## config.mk

```make
export PLATFORM = sky130hd
export DESIGN_NAME = websocket_frame_deframer
export DESIGN_NICKNAME = d
export VERILOG_FILES = /design/src/rtl/wsdf_pkg.sv /design/src/rtl/websocket_frame_deframer.sv
export SDC_FILE = /design/constraint.sdc
export NUM_CORES = 1
export LEC_CHECK = 0
export CORE_MARGIN = 4
export CORE_UTILIZATION = 54
export CTS_CLUSTER_DIAMETER = 120
export CTS_CLUSTER_SIZE = 10
export DETAILED_ROUTE_END_ITERATION = 8
export DONT_BUFFER_PORTS = 1
export PLACE_DENSITY = 0.69
export SLEW_MARGIN = 10
export SYNTH_ARGS = -nofsm -noshare
export SYNTH_HDL_FRONTEND = slang
export SYNTH_SLANG_ARGS = --single-unit
```

## constraint.sdc

```tcl
create_clock -name i_clk -period 4.1 [get_ports i_clk]
set_clock_uncertainty 0.2 [all_clocks]
set_input_delay 0.615 -clock i_clk [delete_from_list [all_inputs] [get_ports i_clk]]
set_output_delay 0.615 -clock i_clk [all_outputs]
set_load 0.01 [all_outputs]
```

## src/rtl/wsdf_pkg.sv

```systemverilog
`timescale 1ns / 1ps

package wsdf_pkg;

    localparam int BYTE_W   = 8;
    localparam int USER_W   = 8;
    localparam int OPCODE_W = 4;
    localparam int LEN_W    = 32;
    localparam int CNT_W    = 3;

    localparam logic [6:0]       LEN_EXT16     = 7'd126;
    localparam logic [6:0]       LEN_EXT64     = 7'd127;
    localparam logic [CNT_W-1:0] EXT16_BYTES   = 3'd2;
    localparam logic [CNT_W-1:0] KEY_BYTES     = 3'd4;
    localparam logic [CNT_W-1:0] EXT64_WRAP    = 3'd0;
    localparam logic [CNT_W-1:0] CNT_ONE       = 3'd1;

    typedef enum logic [5:0] {
        PH_HDR0    = 6'b000001,
        PH_HDR1    = 6'b000010,
        PH_EXT16   = 6'b000100,
        PH_EXT64   = 6'b001000,
        PH_MASK    = 6'b010000,
        PH_PAYLOAD = 6'b100000
    } t_phase;

    typedef struct packed {
        logic                empty;
        logic                fin;
        logic [OPCODE_W-1:0] opcode;
    } t_tag;

endpackage

```

## src/rtl/websocket_frame_deframer.sv

```systemverilog
`timescale 1ns / 1ps

// websocket frame deframer
// slave channel takes the received stream one byte per transaction; master
// channel gives one transaction per payload byte, unmasked with the frame key,
// tagged with opcode and fin; tlast marks the last byte of a frame. a frame
// with no payload gives a single transaction with the empty flag set, tdata
// zero and tlast high, on the transaction of its last header byte. header,
// extended length and key bytes give no transaction otherwise.
// an accepted byte is held in the input register and is then parsed into the
// result register, from which the master channel gives its result.
// one byte per cycle, sustained while the receiver takes results; the parse
// state updates in the single logic stage between the two registers.
// reset (synchronous, active low) empties both registers and returns the
// parser to the first header byte of a new frame.
// when the receiver stalls, the result register holds, the input register
// keeps one more byte, and tready drops only once both are full.
module websocket_frame_deframer
    import wsdf_pkg::*;
(
    input  logic              i_clk,
    input  logic              i_rst_n,
    input  logic              s_axis_tvalid,
    output logic              s_axis_tready,
    input  logic [BYTE_W-1:0] s_axis_tdata,   // [7:0] rx_byte
    output logic              m_axis_tvalid,
    input  logic              m_axis_tready,
    output logic [BYTE_W-1:0] m_axis_tdata,   // [7:0] payload_byte
    output logic [USER_W-1:0] m_axis_tuser,   // [3:0] frame_opcode, [4] final_fragment,
                                              // [5] frame_empty, [7:6] zero
    output logic              m_axis_tlast    // frame_last
);

    logic              r_in_valid;
    logic [BYTE_W-1:0] r_in_byte;

    t_phase              r_phase, n_phase;
    logic                r_fin, n_fin;
    logic [OPCODE_W-1:0] r_opcode, n_opcode;
    logic                r_mask, n_mask;
    logic [LEN_W-1:0]    r_len, n_len;
    logic [CNT_W-1:0]    r_cnt, n_cnt;
    logic [LEN_W-1:0]    r_key, n_key;
    logic [1:0]          r_pos, n_pos;

    logic              r_out_valid;
    logic [BYTE_W-1:0] r_out_data;
    t_tag              r_out_tag;
    logic              r_out_last;

    logic              adv;
    logic              fire;
    logic              emit;
    logic [BYTE_W-1:0] emit_data;
    logic              emit_last;
    logic              emit_empty;
    logic [CNT_W-1:0]  cnt_inc;
    logic [BYTE_W-1:0] key_byte;
    logic              len_done;
    logic [6:0]        len7;

    assign adv           = !r_out_valid || m_axis_tready;
    assign fire          = r_in_valid && adv;
    assign s_axis_tready = !r_in_valid || adv;
    assign cnt_inc       = r_cnt + CNT_ONE;
    assign len7          = r_in_byte[6:0];

    always_comb begin
        unique case (r_pos)
            2'd0:    key_byte = r_key[31:24];
            2'd1:    key_byte = r_key[23:16];
            2'd2:    key_byte = r_key[15:8];
            default: key_byte = r_key[7:0];
        endcase
    end

    always_comb begin
        n_phase    = r_phase;
        n_fin      = r_fin;
        n_opcode   = r_opcode;
        n_mask     = r_mask;
        n_len      = r_len;
        n_cnt      = r_cnt;
        n_key      = r_key;
        n_pos      = r_pos;
        emit       = 1'b0;
        emit_data  = '0;
        emit_last  = 1'b1;
        emit_empty = 1'b1;
        len_done   = 1'b0;
        unique case (r_phase)
            PH_HDR1: begin
                n_mask = r_in_byte[7];
                n_cnt  = '0;
                if (len7 == LEN_EXT16) begin
                    n_len   = '0;
                    n_phase = PH_EXT16;
                end else if (len7 == LEN_EXT64) begin
                    n_len   = '0;
                    n_phase = PH_EXT64;
                end else begin
                    n_len = {{(LEN_W-7){1'b0}}, len7};
                    if (r_in_byte[7]) begin
                        n_key   = '0;
                        n_phase = PH_MASK;
                    end else begin
                        len_done = 1'b1;
                    end
                end
            end
            PH_EXT16: begin
                n_len = {{(LEN_W-16){1'b0}}, r_len[7:0], r_in_byte};
                n_cnt = cnt_inc;
                if (cnt_inc == EXT16_BYTES) begin
                    n_cnt = '0;
                    if (r_mask) begin
                        n_key   = '0;
                        n_phase = PH_MASK;
                    end else begin
                        len_done = 1'b1;
                    end
                end
            end
            PH_EXT64: begin
                n_len = {r_len[LEN_W-9:0], r_in_byte};
                n_cnt = cnt_inc;
                if (cnt_inc == EXT64_WRAP) begin
                    if (r_mask) begin
                        n_key   = '0;
                        n_phase = PH_MASK;
                    end else begin
                        len_done = 1'b1;
                    end
                end
            end
            PH_MASK: begin
                n_key = {r_key[LEN_W-9:0], r_in_byte};
                n_cnt = cnt_inc;
                if (cnt_inc == KEY_BYTES) begin
                    len_done = 1'b1;
                end
            end
            PH_PAYLOAD: begin
                emit       = 1'b1;
                emit_empty = 1'b0;
                emit_data  = r_mask ? (r_in_byte ^ key_byte) : r_in_byte;
                emit_last  = (r_len == {{(LEN_W-1){1'b0}}, 1'b1});
                n_len      = r_len - {{(LEN_W-1){1'b0}}, 1'b1};
                n_pos      = r_pos + 2'd1;
                if (emit_last) begin
                    n_pos   = '0;
                    n_phase = PH_HDR0;
                end
            end
            default: begin
                n_fin    = r_in_byte[7];
                n_opcode = r_in_byte[OPCODE_W-1:0];
                n_phase  = PH_HDR1;
            end
        endcase
        if (len_done) begin
            n_cnt = '0;
            n_pos = '0;
            if (n_len == '0) begin
                emit    = 1'b1;
                n_phase = PH_HDR0;
            end else begin
                n_phase = PH_PAYLOAD;
            end
        end
    end

    always_ff @(posedge i_clk) begin
        if (!i_rst_n) begin
            r_in_valid <= 1'b0;
        end else if (s_axis_tready) begin
            r_in_valid <= s_axis_tvalid;
        end
    end

    always_ff @(posedge i_clk) begin
        if (s_axis_tready) begin
            r_in_byte <= s_axis_tdata;
        end
    end

    always_ff @(posedge i_clk) begin
        if (!i_rst_n) begin
            r_phase  <= PH_HDR0;
            r_fin    <= 1'b0;
            r_opcode <= '0;
            r_mask   <= 1'b0;
            r_len    <= '0;
            r_cnt    <= '0;
            r_key    <= '0;
            r_pos    <= '0;
        end else if (fire) begin
            r_phase  <= n_phase;
            r_fin    <= n_fin;
            r_opcode <= n_opcode;
            r_mask   <= n_mask;
            r_len    <= n_len;
            r_cnt    <= n_cnt;
            r_key    <= n_key;
            r_pos    <= n_pos;
        end
    end

    always_ff @(posedge i_clk) begin
        if (!i_rst_n) begin
            r_out_valid <= 1'b0;
        end else if (adv) begin
            r_out_valid <= fire && emit;
        end
    end

    always_ff @(posedge i_clk) begin
        if (adv) begin
            r_out_data       <= emit_data;
            r_out_last       <= emit_last;
            r_out_tag.empty  <= emit_empty;
            r_out_tag.fin    <= r_fin;
            r_out_tag.opcode <= r_opcode;
        end
    end

    assign m_axis_tvalid = r_out_valid;
    assign m_axis_tdata  = r_out_data;
    assign m_axis_tlast  = r_out_last;
    assign m_axis_tuser  = {{(USER_W-$bits(t_tag)){1'b0}}, r_out_tag};

    a_empty_is_last: assert property (@(posedge i_clk) disable iff (!i_rst_n)
        m_axis_tvalid && r_out_tag.empty |-> m_axis_tlast)
        else $error("empty marker without tlast");

    a_empty_zero_data: assert property (@(posedge i_clk) disable iff (!i_rst_n)
        m_axis_tvalid && r_out_tag.empty |-> m_axis_tdata == '0)
        else $error("empty marker with nonzero data");

    a_payload_len_nonzero: assert property (@(posedge i_clk) disable iff (!i_rst_n)
        r_phase == PH_PAYLOAD |-> r_len != '0)
        else $error("payload phase with zero remaining length");

    a_key_count_range: assert property (@(posedge i_clk) disable iff (!i_rst_n)
        r_phase == PH_MASK |-> r_cnt < KEY_BYTES)
        else $error("key byte count out of range");

    a_no_output_in_header: assert property (@(posedge i_clk) disable iff (!i_rst_n)
        fire && (r_phase == PH_HDR0 || r_phase == PH_EXT16 || r_phase == PH_EXT64)
            && !(r_phase == PH_EXT16 || r_phase == PH_EXT64) |=> !m_axis_tvalid)
        else $error("result on first header byte");

endmodule

```

# Yosys cells after proc, flatten, opt, wreduce, memory -nomap -nowiden

Cells that the tools add are included.

Reduce and logical (&&, ||, !) cells: 20
$add $sub $neg: 3
Bitwise gates (word level): 2
Muxes and demuxes: 40
Equality and inequality tests: 22

Operators by type and width:

| cell                  | count |
|---|---|
| $pmux 32 s4           | 2 |
| $mux 32               | 6 |
| $mux 6                | 9 |
| $eq 32x1->1 const B   | 1 |
| $logic_not 32->1      | 1 |
| $sub 32x1->32 const B | 1 |
| $pmux 6 s5            | 1 |
| $pmux 8 s3            | 1 |
| $eq 7x7->1 const B    | 2 |
| $mux 7                | 2 |
| $ne 2x2->1 const B    | 6 |
| $mux 1                | 11 |
| $ne 3x3->1 const B    | 3 |
| $pmux 3 s3            | 1 |
| $mux 8                | 1 |
| $reduce_and 2->1      | 4 |
| $reduce_bool 4->1     | 2 |
| $xor 8x8->8           | 1 |
| $reduce_and 7->1      | 1 |
| $eq 6x2->1 const B    | 1 |
| $eq 6x3->1 const B    | 1 |
| $eq 6x4->1 const B    | 1 |
| $eq 6x5->1 const B    | 1 |
| $eq 6x6->1 const B    | 1 |
| other kinds (20)      | 26 |

Logic and storage cells: 103
Output and inout port bits: 19
Register bits after elaboration: 106
Bits of input ports: 12

# Logic depth before layout (Yosys ltp)

Word-level depth: 8
Gate-level depth with buffers: 13
Gate-level depth less buffers: 11

# Worst setup path before layout

Ideal clock, no wire load.

Path kind: register -> register
Start: register r_len[0]
End: register r_phase[0]
Period minus slack after synthesis: 3.159 ns
Setup slack: 0.941 ns
Required time: 3.841 ns
Arrival: 2.900 ns
Setup time: 0.059 ns
Cell stages (with the launch flop): 13
Buffers on the path: 1
Cells stage by stage: dfxtp_1 -> clkbuf_1 -> inv_1 -> ha_1 -> nor3b_1 -> nand2_1 -> or3_1 -> xor2_1 -> o21ai_1 -> or4_1 -> nor4_1 -> and4_1 -> o311a_1

Longest elaborated chain between the ends: 5
Elaborated cells on any way between the ends: 8
Those cells by class: 1 x add/sub; 2 x eq/ne; 3 x mux; 2 x reduce/logical

Ends and longest elaborated chain:

| item                     | RTL line                        | RTL |
|---|---|---|
| start: declaration       | websocket_frame_deframer.sv:41  | `logic [LEN_W-1:0] r_len, n_len;` |
| start signal: assignment | websocket_frame_deframer.sv:202 | `r_len <= n_len;` |
| $sub 32x1->32            | websocket_frame_deframer.sv:148 | `n_len = r_len - {{(LEN_W-1){1'b0}}, 1'b1};` |
| $pmux 32 s4              | websocket_frame_deframer.sv:91  | `unique case (r_phase)` |
| $logic_not 32->1         | websocket_frame_deframer.sv:164 | `if (n_len == '0) begin` |
| $mux 6                   | websocket_frame_deframer.sv:164 |  |
| $mux 6                   | websocket_frame_deframer.sv:161 | `if (len_done) begin` |
| end signal: assignment   | websocket_frame_deframer.sv:198 | `r_phase <= n_phase;` |
| end: declaration         | websocket_frame_deframer.sv:37  | `t_phase r_phase, n_phase;` |

Several ways; a longest one is shown, not always the timed one.
A chain may end at the register's enable or synchronous reset.

==> results.rst <==
.. list-table::
   :header-rows: 1

   * - Metric
     - Value
   * - Outcome
     - complete, no violations
   * - Number of hold buffers added after cts
     - 0
   * - Estimated wirelength of the detail-placed design
     - 11.29 mm
   * - Overall global routing resource usage
     - 0.2691
   * - Count of cell types in the netlist
     - 67
   * - Transition time of the tightest slew-check pin
     - 0.9356 ns
   * - Type of the worst setup path
     - reg -> reg
   * - EDFF count, synth
     - 23
   * - Share of layout cells above drive strength 1
     - 0.06333
   * - Port Buffer Count
     - 0
   * - Total CTS buffers
     - 9
   * - Part of the Yosys area used for sequential elements
     - 0.3975
   * - Count of buffer and inverter cells on the critical path
     - 0
   * - Overall via count from detail_route
     - 5390
   * - Highest cell delay on the worst timing path
     - 0.63 ns
   * - Fraction of power spent switching nets
     - 0.2741
   * - # Max-Cap Violations
     - 0
   * - Biggest area contributors in the synthesized netlist
     - sky130_fd_sc_hd__dfxtp_1, sky130_fd_sc_hd__edfxtp_1, sky130_fd_sc_hd__nand2_1
   * - Worst min-delay path endpoint
     - r_in_byte[2]$_DFFE_PP_
   * - Area leader, netlist
     - sky130_fd_sc_hd__dfxtp_1
   * - Starting density of the core
     - 0.5630
   * - Switching power of the nets
     - 0.0005578 W
   * - Number of global-route vias before repair
     - 4999
   * - Unrepaired setup endpoints after global routing
     - no
   * - Instance count along the most critical hold path
     - 0
   * - Worst Reg-to-Reg Cells
     - 9
   * - Floorplan die width
     - 112.7 um
   * - P_int
     - 0.001477 W
   * - Number of post-CTS setup repair buffers
     - 0
   * - Cell types with the highest counts after synthesis
     - sky130_fd_sc_hd__nand2_1, sky130_fd_sc_hd__dfxtp_1, sky130_fd_sc_hd__clkbuf_1
   * - Area share of the largest cell type after synthesis
     - 0.2808
   * - Summed instance area of the synthesized netlist
     - 0.005917 sq mm
   * - Final setup violating endpoints
     - 0
   * - DR iter-0 viols
     - 888
   * - Max-slew headroom at the worst pin
     - 0.3762
   * - Critical register-to-register path startpoint
     - r_len[24]$_SDFFE_PN0P_
   * - Sum of negative setup slack
     - 0 ns
   * - Average footprint of a synthesized cell
     - 8.264 sq um
   * - Final Max Slew Viols
     - 0
   * - Sequential fraction of design power
     - 0.556
   * - Wire length per cell after detailed routing
     - 20.89 um
   * - Slowest cell on the critical path
     - sky130_fd_sc_hd__or4_1
   * - Aggregate routed wire length
     - 17.03 mm
   * - Gpl congestion
     - 0.9098
   * - Drt pass-1 iters
     - 8
   * - Period Utilization, post-route
     - 0.8725
   * - Max Fanout on Critical Path
     - 8
   * - Total of warnings raised by yosys
     - 0
   * - Fmax
     - 0.2795 GHz
   * - Leakage dissipation
     - 2.248 nW
   * - Net total in the final layout
     - 696
   * - Number of hold-slack violations in the final timing report
     - 0
   * - DRT antenna net count
     - 0
   * - Cell Chain, Critical Path
     - or4_1, or3_1, nor3_1, nand4_1, o31ai_4, nand3_2, nor3_4, mux2i_1, nor2b_1
   * - Time the final worst path needs with I/O delays and setup
     - 3.577 ns
   * - Kind of cell adding the most delay to the critical path
     - simple AND/OR/NAND/NOR gates
   * - Most common cell in the netlist
     - sky130_fd_sc_hd__nand2_1
   * - Maximum number of pins on one net before global-route repair
     - 88
   * - Critical Path Source Type
     - register
   * - Multi-input gate area
     - 0.003276 sq mm
   * - Vertical die dimension
     - 112.7 um
   * - Clock-pin slew on the worst setup and hold paths
     - 0.10 ns
   * - Seq cells post-synth
     - 106
   * - Prevailing post-synth register cell
     - sky130_fd_sc_hd__dfxtp_1
   * - Clock network fraction of total power
     - 0.334
   * - Clk sinks
     - 106
   * - Area enclosed by the die boundary
     - 0.01270 sq mm
   * - Antenna violations before repair
     - 0
   * - Pwr per Cell Area
     - 332.5 mW/mm^2
   * - Endpoint of the lowest-slack register-to-register path
     - r_opcode[2]$_SDFFE_PN0P_
   * - Required time at the endpoint of the critical path
     - 4.18 ns
   * - Logic pwr share
     - 0.110
   * - Inserted Diodes
     - 0
   * - Via-per-instance ratio
     - 6.613
   * - Site row count
     - 37
   * - Count of fill cells added during filler insertion
     - 917
   * - Reg area
     - 0.002352 sq mm
   * - Cells after Synth
     - 716
   * - Type of destination of the critical path
     - register
   * - Congestion Overflow GR
     - 0
   * - Core area
     - 0.01051 sq mm
   * - Arrival time at the worst endpoint
     - 3.66 ns
   * - Ports
     - 31
   * - Sum of internal, switching and leakage power
     - 0.002035 W
   * - Startpoint of the lowest-slack hold path
     - s_axis_tdata[2]
   * - Clock root cell
     - sky130_fd_sc_hd__clkbuf_8
   * - Wire length of the first global-routing pass
     - 27.48 mm
   * - CTS H-Tree Depth
     - 3
   * - Number of gates resized after CTS
     - 0
   * - DRC
     - 0
   * - Worst reg2reg setup slack
     - 0.52 ns
   * - CTS tree
     - yes
   * - Final core utilization
     - 0.5825
   * - Synth async-reset ratio
     - 0
   * - Clk_lat worst skew
     - 0.38 ns
   * - Syn-to-layout area delta
     - 3.447%
   * - Worst-case vdd ir drop
     - 0.1845 mV
   * - Worst hold-check slack
     - 0.1217 ns
   * - HP Class
     - in -> reg
   * - Maximum root-to-sink buffer count
     - 2
area by class of cell:
class,count,area share
Clock inverter,5,0.01002
Inverter,8,0.004906
Clock buffer,11,0.02310
Sequential cell,106,0.3843
Timing Repair Buffer,12,0.01472
Tap cell,136,0.02780
Multi-Input combinational cell,537,0.5352
worst register-to-register path, delay by kind of cell, from the launching register on:
kind	cells	cell delay, ns
AND/OR/NAND/NOR	7	2.26
flip-flops	1	0.42
multiplexers	1	0.26
AO/OA/AOI/OAI	1	0.34
metal layers:
metal  track usage  wire (um)  vias up
li1              -          -     2526
met1        0.4060       7812     2580
met2        0.3973       7446      260
met3       0.05283       1572       24
met4       0.05929        193        0
met5             0          0        -
stage by stage:
stage | std cells | setup slack, ns | cell area [sq um]
floorplan | 717 | 0.9407 | 5921
global placement | 799 | 0.5939 | 5918
detailed placement | 799 | 0.5701 | 5918
CTS | 815 | 0.5431 | 6121
global route | 815 | 0.3847 | 6121
finish | 815 | 0.5227 | 6121
power by group through the flow:
| stage | sequential [W] | clock, W | combinational (W) |
|---|---|---|---|
| finish | 0.00113 | 0.000679 | 0.000224 |
| global route | 0.00114 | 0.000742 | 0.000241 |
| CTS | 0.00113 | 0.000688 | 0.000217 |
| detailed placement | 0.00115 | 0 | 0.000215 |
| global placement | 0.00115 | 0 | 0.000216 |
| floorplan | 0.00113 | 0 | 0.000183 |
kinds of logic (layout without fill, tap and decap cells):
group           Yosys count  count (layout)  share of synthesized area
xor+xnor                 16              16                    0.02368
mux                       6               6                    0.01036
buf+inv                  74              36                    0.04948
flops                   106             106                     0.3975
other cells               1               2                  0.0006338
fa+ha+maj                10              10                    0.02115
compound gates          206             206                     0.2440
simple gates            297             297                     0.2531
registers in the layout, summed over array words and instances (netlist names), 2 cells and up:
name          cells
r_len            32
r_phase           6
m_axis_tdata      8
r_cnt             3
r_pos             2
r_in_byte         8
r_opcode          4
m_axis_tuser      6
r_key            32
cells in the final DEF (no fill, tap or decap), drive strengths merged, types with 4 or more instances in the layout:
cell    instances
nand2         107
dfxtp          83
o21ai          47
nand3          46
a21boi         41
a21oi          39
nor2           35
nor3           24
edfxtp         23
nor4           17
nor2b          15
o211a          15
xor2           13
buf            12
clkbuf         11
inv            11
ha             10
or3             9
a222oi          9
and2            9
nand4           8
or4             7
a211oi          7
a22oi           6
o31ai           6
a22o            5
mux2i           5
and3            4
a32oi           4
a21o            4
o311a           4
a31oi           4
worst max path at each step:
stage                                       from                        to  slack [ns]  cells after the start
after floorplan            r_len[0]$_SDFFE_PN0P_   r_phase[0]$_SDFFE_PN1P_        0.94                     12
after global placement    r_len[24]$_SDFFE_PN0P_  r_opcode[0]$_SDFFE_PN0P_        0.59                      9
after detailed placement  r_len[24]$_SDFFE_PN0P_  r_opcode[2]$_SDFFE_PN0P_        0.57                      9
after CTS                 r_len[24]$_SDFFE_PN0P_  r_opcode[2]$_SDFFE_PN0P_        0.54                      9
after global routing       r_len[4]$_SDFFE_PN0P_   r_phase[0]$_SDFFE_PN1P_        0.38                      9
final                     r_len[24]$_SDFFE_PN0P_  r_opcode[2]$_SDFFE_PN0P_        0.52                      9
Power figures use the tool's default switching activity.
